<file path="src/pftm_pkg.sv">
//------------------------------------------------------------------------------
// pftm_pkg
// Shared types and constants for the particle frame trimmed-mean core.
//------------------------------------------------------------------------------
package pftm_pkg;

	localparam int MaxFrames = 4096;
	localparam int CntW      = 13;
	localparam int SumW      = 29;
	localparam int NumCh     = 6;
	localparam int QuoW      = 37;
	localparam int DivSteps  = 37;

	localparam logic [7:0] Hdr1 = 8'h81;
	localparam logic [7:0] Hdr2 = 8'h11;

	typedef enum logic [2:0] {
		PH_HUNT,
		PH_HDR2,
		PH_STATUS,
		PH_BODY,
		PH_CSUM
	} phase_t;

	typedef enum logic [2:0] {
		ST_IDLE,
		ST_CHECK,
		ST_LOAD,
		ST_DIV,
		ST_EMIT,
		ST_ERR
	} state_t;

	typedef struct packed {
		logic take_byte;
		logic clear_acc;
		logic div_load;
		logic div_step;
		logic next_ch;
	} cmd_t;

	typedef struct packed {
		logic empty;
		logic div_done;
		logic last_ch;
	} stat_t;

	// map from data word position in a frame to channel
	function automatic logic [2:0] word_channel(input logic [2:0] k);
		logic [2:0] c;
		case (k)
			3'd0: c = 3'd3;
			3'd1: c = 3'd5;
			3'd2: c = 3'd4;
			3'd3: c = 3'd0;
			3'd4: c = 3'd2;
			3'd5: c = 3'd1;
			default: c = 3'd0;
		endcase
		return c;
	endfunction

endpackage

</file>
<file path="src/particle_frame_trimmed_mean_core.sv">
//------------------------------------------------------------------------------
// particle_frame_trimmed_mean_core
// Sensor frame parser with per-channel trimmed-mean reporting.
//------------------------------------------------------------------------------
// Input channel (in_valid/in_stall): opcode 0 carries a received byte, taken
// in the same cycle while the core is idle; opcode 1 asks for the six channel means and clears the
// accumulators. Output channel (out_valid/out_stall): one transaction per
// channel 0..5, last set on channel 5, or a single error transaction with
// status 1 when no frames were collected.
// A collect passes a check state, then per channel a load state, a
// divider state that runs the 37 steps of the bit-serial divider and
// sees it done, and an emit state that holds while the result is
// stalled. An error result is emitted straight after the check state.
// Input is stalled during a collect; a stalled result is held unchanged
// and the sequence waits. Reset clears the parser to header hunting and
// empties the sums, minimums (all ones) and maximums.
//------------------------------------------------------------------------------
module particle_frame_trimmed_mean_core import pftm_pkg::*; (
	input  logic        clk,
	input  logic        arst_n,
	input  logic        in_valid,
	output logic        in_stall,
	input  logic        opcode,
	input  logic [7:0]  rx_byte,
	output logic        out_valid,
	input  logic        out_stall,
	output logic [2:0]  channel,
	output logic [23:0] mean_value,
	output logic [12:0] frames_used,
	output logic        status,
	output logic        last
);

	cmd_t  cmd;
	stat_t stat;
	logic  err;
	logic [2:0]  ch_i;
	logic [23:0] mean_i;
	logic [12:0] used_i;

	pftm_ctrl u_ctrl (
		.clk, .arst_n, .in_valid, .in_stall, .opcode, .out_valid, .out_stall,
		.stat, .cmd, .err
	);

	pftm_datapath u_dp (
		.clk, .arst_n, .cmd, .rx_byte, .stat, .channel(ch_i),
		.mean_value(mean_i), .frames_used(used_i)
	);

	assign channel     = err ? 3'd0 : ch_i;
	assign mean_value  = err ? 24'd0 : mean_i;
	assign frames_used = err ? 13'd0 : used_i;
	assign status      = err;
	assign last        = err | stat.last_ch;

endmodule

</file>
<file path="src/pftm_datapath.sv">
//------------------------------------------------------------------------------
// pftm_datapath
// Frame parser, accumulators and a restoring serial divider for the means.
//------------------------------------------------------------------------------
module pftm_datapath import pftm_pkg::*; (
	input  logic        clk,
	input  logic        arst_n,
	input  cmd_t        cmd,
	input  logic [7:0]  rx_byte,
	output stat_t       stat,
	output logic [2:0]  channel,
	output logic [23:0] mean_value,
	output logic [12:0] frames_used
);

	phase_t      phase_q;
	logic [3:0]  idx_q;
	logic [7:0]  csum_q;
	logic [7:0]  fb_q [12];
	logic [27:0] sum_q [NumCh];
	logic [15:0] min_q [NumCh];
	logic [15:0] max_q [NumCh];
	logic [12:0] cnt_q;
	logic [2:0]  ch_q;
	logic [QuoW-1:0] rem_q, quo_q;
	logic [SumW+7:0] num_q;
	logic [5:0]  step_q;
	logic [7:0]  csum_n;
	logic        trim;
	logic [12:0] used;

	assign csum_n = csum_q + rx_byte;
	assign trim   = cnt_q > 13'd2;
	assign used   = trim ? cnt_q - 13'd2 : cnt_q;

	always_ff @(posedge clk or negedge arst_n) begin
		if (!arst_n) begin
			phase_q <= PH_HUNT;
			idx_q   <= '0;
			csum_q  <= '0;
		end else if (cmd.take_byte) begin
			case (phase_q)
				PH_HUNT: if (rx_byte == Hdr1) phase_q <= PH_HDR2;
				PH_HDR2: begin
					if (rx_byte == Hdr2) begin
						phase_q <= PH_STATUS;
						csum_q  <= Hdr1 + Hdr2;
					end else if (rx_byte != Hdr1) begin
						phase_q <= PH_HUNT;
					end
				end
				PH_STATUS: begin
					csum_q  <= csum_n;
					idx_q   <= '0;
					phase_q <= PH_BODY;
				end
				PH_BODY: begin
					csum_q <= csum_n;
					if (idx_q == 4'd11) begin
						idx_q   <= '0;
						phase_q <= PH_CSUM;
					end else begin
						idx_q <= idx_q + 4'd1;
					end
				end
				PH_CSUM: begin
					csum_q  <= '0;
					phase_q <= PH_HUNT;
				end
				default: phase_q <= PH_HUNT;
			endcase
		end
	end

	always_ff @(posedge clk) begin
		if (cmd.take_byte && phase_q == PH_BODY && idx_q < 4'd12)
			fb_q[idx_q] <= rx_byte;
	end

	always_ff @(posedge clk or negedge arst_n) begin
		if (!arst_n) begin
			cnt_q <= '0;
			for (int c = 0; c < NumCh; c++) begin
				sum_q[c] <= '0;
				min_q[c] <= 16'hFFFF;
				max_q[c] <= '0;
			end
		end else if (cmd.clear_acc) begin
			cnt_q <= '0;
			for (int c = 0; c < NumCh; c++) begin
				sum_q[c] <= '0;
				min_q[c] <= 16'hFFFF;
				max_q[c] <= '0;
			end
		end else if (cmd.take_byte && phase_q == PH_CSUM && csum_n == 8'd0
				&& {19'd0, cnt_q} < MaxFrames) begin
			cnt_q <= cnt_q + 13'd1;
			for (int k = 0; k < NumCh; k++) begin
				logic [15:0] v;
				logic [2:0]  c;
				v = {fb_q[2*k], fb_q[2*k+1]};
				c = word_channel(3'(k));
				sum_q[c] <= sum_q[c] + {12'd0, v};
				if (v < min_q[c]) min_q[c] <= v;
				if (v > max_q[c]) max_q[c] <= v;
			end
		end
	end

	// serial restoring divide of (sum << 8), trimmed of min and max when more than two frames, by the frames used
	always_ff @(posedge clk or negedge arst_n) begin
		if (!arst_n) begin
			ch_q   <= '0;
			step_q <= '0;
			num_q  <= '0;
			rem_q  <= '0;
			quo_q  <= '0;
		end else if (cmd.div_load) begin
			logic [28:0] s, t;
			s = {1'b0, sum_q[ch_q]};
			t = {13'd0, min_q[ch_q]} + {13'd0, max_q[ch_q]};
			if (trim) s = (s >= t) ? s - t : '0;
			num_q  <= {s, 8'd0};
			rem_q  <= '0;
			quo_q  <= '0;
			step_q <= '0;
		end else if (cmd.div_step) begin
			logic [QuoW:0] r;
			r = {rem_q, num_q[SumW+7]};
			num_q <= {num_q[SumW+6:0], 1'b0};
			if (r >= {25'd0, used}) begin
				rem_q <= QuoW'(r - {25'd0, used});
				quo_q <= {quo_q[QuoW-2:0], 1'b1};
			end else begin
				rem_q <= QuoW'(r);
				quo_q <= {quo_q[QuoW-2:0], 1'b0};
			end
			step_q <= step_q + 6'd1;
		end else if (cmd.clear_acc) begin
			ch_q <= '0;
		end else if (cmd.next_ch) begin
			ch_q <= ch_q + 3'd1;
		end
	end

	assign stat.empty    = used == 13'd0;
	assign stat.div_done = step_q == 6'(DivSteps);
	assign stat.last_ch  = ch_q == 3'd5;

	assign channel     = ch_q;
	assign mean_value  = (quo_q[QuoW-1:24] != '0) ? 24'hFFFFFF : quo_q[23:0];
	assign frames_used = used;

endmodule

</file>
<file path="src/pftm_ctrl.sv">
//------------------------------------------------------------------------------
// pftm_ctrl
// Sequencer for byte intake, the six divisions and the result handshake.
//------------------------------------------------------------------------------
module pftm_ctrl import pftm_pkg::*; (
	input  logic  clk,
	input  logic  arst_n,
	input  logic  in_valid,
	output logic  in_stall,
	input  logic  opcode,
	output logic  out_valid,
	input  logic  out_stall,
	input  stat_t stat,
	output cmd_t  cmd,
	output logic  err
);

	state_t state_q, state_n;

	always_ff @(posedge clk or negedge arst_n) begin
		if (!arst_n) state_q <= ST_IDLE;
		else         state_q <= state_n;
	end

	always_comb begin
		state_n   = state_q;
		cmd       = '0;
		in_stall  = 1'b1;
		out_valid = 1'b0;
		err       = 1'b0;
		case (state_q)
			ST_IDLE: begin
				in_stall = 1'b0;
				if (in_valid) begin
					if (opcode) state_n = ST_CHECK;
					else        cmd.take_byte = 1'b1;
				end
			end
			ST_CHECK: state_n = stat.empty ? ST_ERR : ST_LOAD;
			ST_LOAD: begin
				cmd.div_load = 1'b1;
				state_n = ST_DIV;
			end
			ST_DIV: begin
				if (stat.div_done) state_n = ST_EMIT;
				else               cmd.div_step = 1'b1;
			end
			ST_EMIT: begin
				out_valid = 1'b1;
				if (!out_stall) begin
					if (stat.last_ch) begin
						cmd.clear_acc = 1'b1;
						state_n = ST_IDLE;
					end else begin
						cmd.next_ch = 1'b1;
						state_n = ST_LOAD;
					end
				end
			end
			ST_ERR: begin
				out_valid = 1'b1;
				err = 1'b1;
				if (!out_stall) begin
					cmd.clear_acc = 1'b1;
					state_n = ST_IDLE;
				end
			end
			default: state_n = ST_IDLE;
		endcase
	end

endmodule
</file>
<file path="config.mk">
export PLATFORM = sky130hd
export DESIGN_NAME = particle_frame_trimmed_mean_core
export DESIGN_NICKNAME = d
export VERILOG_FILES = /design/src/pftm_pkg.sv /design/src/particle_frame_trimmed_mean_core.sv /design/src/pftm_datapath.sv /design/src/pftm_ctrl.sv
export SDC_FILE = /design/constraint.sdc
export NUM_CORES = 2
export LEC_CHECK = 0
export BUFFER_PORTS_ARGS = -buffer_cell sky130_fd_sc_hd__buf_2
export CAP_MARGIN = 10
export CELL_PAD_IN_SITES_DETAIL_PLACEMENT = 0
export CELL_PAD_IN_SITES_GLOBAL_PLACEMENT = 2
export CORE_ASPECT_RATIO = 2
export CORE_MARGIN = 4
export CORE_UTILIZATION = 40
export DETAILED_ROUTE_END_ITERATION = 7
export GPL_TIMING_DRIVEN = 0
export PLACE_DENSITY = 0.83
export SYNTH_ARGS = -nofsm -noshare
export SYNTH_HDL_FRONTEND = slang
export SYNTH_SLANG_ARGS = --single-unit
</file>
<file path="constraint.sdc">
create_clock -name clk -period 13.9 [get_ports clk]
set_clock_uncertainty 0.1 [all_clocks]
set_input_delay 2.085 -clock clk [delete_from_list [all_inputs] [get_ports clk]]
set_output_delay 2.085 -clock clk [all_outputs]
set_load 0.05 [all_outputs]
</file>
==> run metrics <==
status finished, final reports clean; Psw 1580 uW; Initial Util 0.403; Slew @ Worst Pin 1230 ps; multi-input logic area 0.0222 mm2; fmax 0.105 GHz; via count 33,400; total negative slack 0 ps; GR Util met2 0.538; WP data arrival 9940 ps; global-route wire length before repair 225,000 um; Clock Latency Late Sink 680 ps; initial antenna violation count 6; hold crit path type reg2reg; CTS max path bufs 3; Remaining Overflow, GRT 0; post-place setup slack 4390 ps; IO Port Bufs 56; IO Pins 57; synthesized area 0.0397 mm2; leading cell type in the layout, fill and taps excluded nand2_1; Crit. Startpoint u_dp.channel[0]$_DFFE_PN0P_; Slew Limit Fails 0; post-route cell area 0.0440 mm2; Iter 0 DRT Violations 2,020; Cells after DPL 5,680; synthesized area per cell 9.23 um2; post-route clock period utilization 0.687; reg2reg path depth 26; Cell variety after synth 92; Rel. slew slack 0.171; # Post-CTS Setup Buffers 0; met1 Usage GRT 0.276; Power per Cell Area 112 mW/mm2; detailed-route DRC error count 0; final setup margin 4350 ps; GR peak layer met2; Avg WL per Cell 26.6 um; async set or reset register ratio after synthesis 0.840; Comb power frac 0.210; Hold Fails Final Rpt 0; Final min period 9550 ps; CP Max Fanout 10; dpl hpwl 123,000 um; Hold WS 383 ps; drt via density 5.76; Non-Filler Instances 5,796; Final setup viols 0; Syn Inst Count 4,297; Synth warnings 0; Internal 3360 uW; DR pass1 iterations 6; FILL cells 9,813; Worst Setup Start Kind register; TritonCTS clock tree built; EDFF count, synth 96; worst reg2reg setup slack 4350 ps; Placed Instance Area 0.0418 mm2; clk sink count 599; sequential power share 0.407; Final ANT Viol Nets 0; reg2reg end u_dp.num_q[23]$_DFFE_PN0N_; Clock power frac 0.383; unrepaired setup endpoints after global routing false; nets 4,791; Die Span X 231 um; largest net degree at the start of global routing 111; most used flip-flop cell after synthesis dfrtp_1; CTS resizes 0; Die Ht 453 um; Clock Tree Root clkbuf_16; R2R Path Start u_dp.channel[0]$_DFFE_PN0P_; layout cells sized above 1 0.100; number of synthesized register bits 599; DIE AREA 0.105 mm2; CP Capture Point u_dp.num_q[23]$_DFFE_PN0N_; clk slew on worst S/H paths 70 ps; number of max-cap violations 0; P&R area growth vs syn 11.0%; vias in the first global route 34,400; sequential cell area 0.0156 mm2; final wirelength 154,000 um; core area 0.0985 mm2; element type at the critical path end register; total global routing track utilization 0.291; met3 GRT Util 0.0353; Worst EP required 14,290 ps; register area share after synthesis 0.393; most frequent cells in the layout 564 x nand2_1, 407 x dfrtp_1, 354 x o21ai_0; Leak 0.0192 uW; syn nets 4,667; sw frac 0.320; Worst VDD drop 87.2 uV; Post-CTS Hold Fix Bufs 0; CTS HTree Levels 2; row count 163; Placer Congestion 1.02; crit path kind reg2reg; CTS buffer count 59
worst min path at each step:
stage                                          start                         end  slack, ps  cells past startpoint
after floorplan           u_dp.rem_q[36]$_DFFE_PN0N_  u_dp.rem_q[36]$_DFFE_PN0N_        340                      2
final                     u_dp.rem_q[36]$_DFFE_PN0N_  u_dp.rem_q[36]$_DFFE_PN0N_        380                      2
after CTS                 u_dp.rem_q[36]$_DFFE_PN0N_  u_dp.rem_q[36]$_DFFE_PN0N_        380                      2
after detailed placement  u_dp.rem_q[36]$_DFFE_PN0N_  u_dp.rem_q[36]$_DFFE_PN0N_        370                      2
after global routing      u_dp.num_q[35]$_DFFE_PN0N_  u_dp.num_q[35]$_DFFE_PN0N_        400                      1
after global placement    u_dp.rem_q[36]$_DFFE_PN0N_  u_dp.rem_q[36]$_DFFE_PN0N_        360                      2
state kept, by name (all words and copies together) (netlist names), 4 cells and up:
register and count:
u_dp.idx_q 4, u_dp.fb_q 96, u_dp.csum_q 8, u_dp.rem_q 37, u_dp.max_q 96, u_dp.quo_q 37
u_dp.cnt_q 13, u_dp.num_q 29, u_dp.sum_q 168, u_dp.min_q 96, u_dp.step_q 6
synthesized netlist by cell type, types with 10 or more instances:
library cell  count  area [um2]
nand2_1         564        2120
dfrtp_1         407       10200
o21ai_0         354        1770
ha_1            347        4340
nor2_1          330        1240
inv_1           261         980
a21oi_1         213        1070
nand3_1         198         991
clkbuf_1        142         533
xor2_1          123        1080
mux2i_1         102        1020
xnor2_1          97         850
dfstp_2          96        2520
edfxtp_1         96        2880
a21o_1           90         676
o211ai_1         69         518
nor3_1           68         340
nand4_1          61         382
mux4_2           58        1310
o21a_1           45         338
nor2b_1          40         250
a211oi_1         39         293
o22ai_1          39         244
or3_1            38         238
nand2b_1         30         188
o211ai_2         30         375
and3_1           27         169
nor4_1           26         163
buf_2            24         120
a31oi_1          23         144
o21bai_1         20         150
buf_1            16        60.1
or2_2            13        81.3
and2_1           12        75.1
buf_6            11         124
o31ai_1          11        82.6
fa_1             10         200
logic make-up (layout without fill, tap and decap cells):
group / count (synthesis) / after routing / synth area share
adder cells (fa/ha/maj): 357 / 357 / 0.115
buffers and inverters: 466 / 639 / 0.0478
flip-flops: 599 / 599 / 0.393
AO/OA/AOI/OAI: 1026 / 1026 / 0.166
other: 0 / 6 / 0
multiplexers: 169 / 169 / 0.0612
XOR/XNOR: 220 / 220 / 0.0486
AND/OR/NAND/NOR: 1460 / 1460 / 0.169
metrics by stage:
step	total power (uW)	util
after floorplan	2730	-
after global placement	3070	0.422
after detailed placement	3090	0.424
after CTS	4990	0.447
after global routing	5160	0.447
final	4940	0.447
power by group through the flow:
stage | clock network (uW) | logic (uW) | registers, uW
2_1_floorplan | 0 | 716 | 2010
3_3_place_gp | 0 | 1030 | 2040
3_5_place_dp | 0 | 1040 | 2040
4_1_cts | 1930 | 1050 | 2010
5_1_grt | 1980 | 1150 | 2030
6_report | 1890 | 1040 | 2010
area by class of cell:
class                      count  share of cell area
clock buffer                  78              0.0387
sequential                   599               0.354
antenna                        6            0.000341
multi-input combinational   3232               0.504
tap                         1320              0.0375
buffer                       203              0.0206
clock inverter                32              0.0122
inverter                     263              0.0224
timing repair buffer          63              0.0105
critical path, cell delays in order, from the launching register on:
cell and delay [ps]:
dfrtp_1 510, buf_2 360, buf_2 350, buf_2 340, buf_4 310, buf_2 440
buf_2 530, buf_2 410, mux2i_1 530, o22ai_1 270, fa_1 510, a21oi_1 200
o21ai_0 140, nor4_1 330, o31ai_1 200, o41ai_1 460, o21ai_0 280, a21o_1 230
a21oi_1 340, ha_1 360, and3_1 210, a22o_1 250, or2_2 320, nor4_1 880
nor3_1 80, a211oi_1 290, a31oi_1 70
layer usage:
metal  up-vias  share of wire
met5         -              0
met4         0           0.12
met3       516          0.039
met2       981           0.52
met1     16300           0.32
li1      15600              -
No activity file was read; power rests on OpenSTA's default activity.
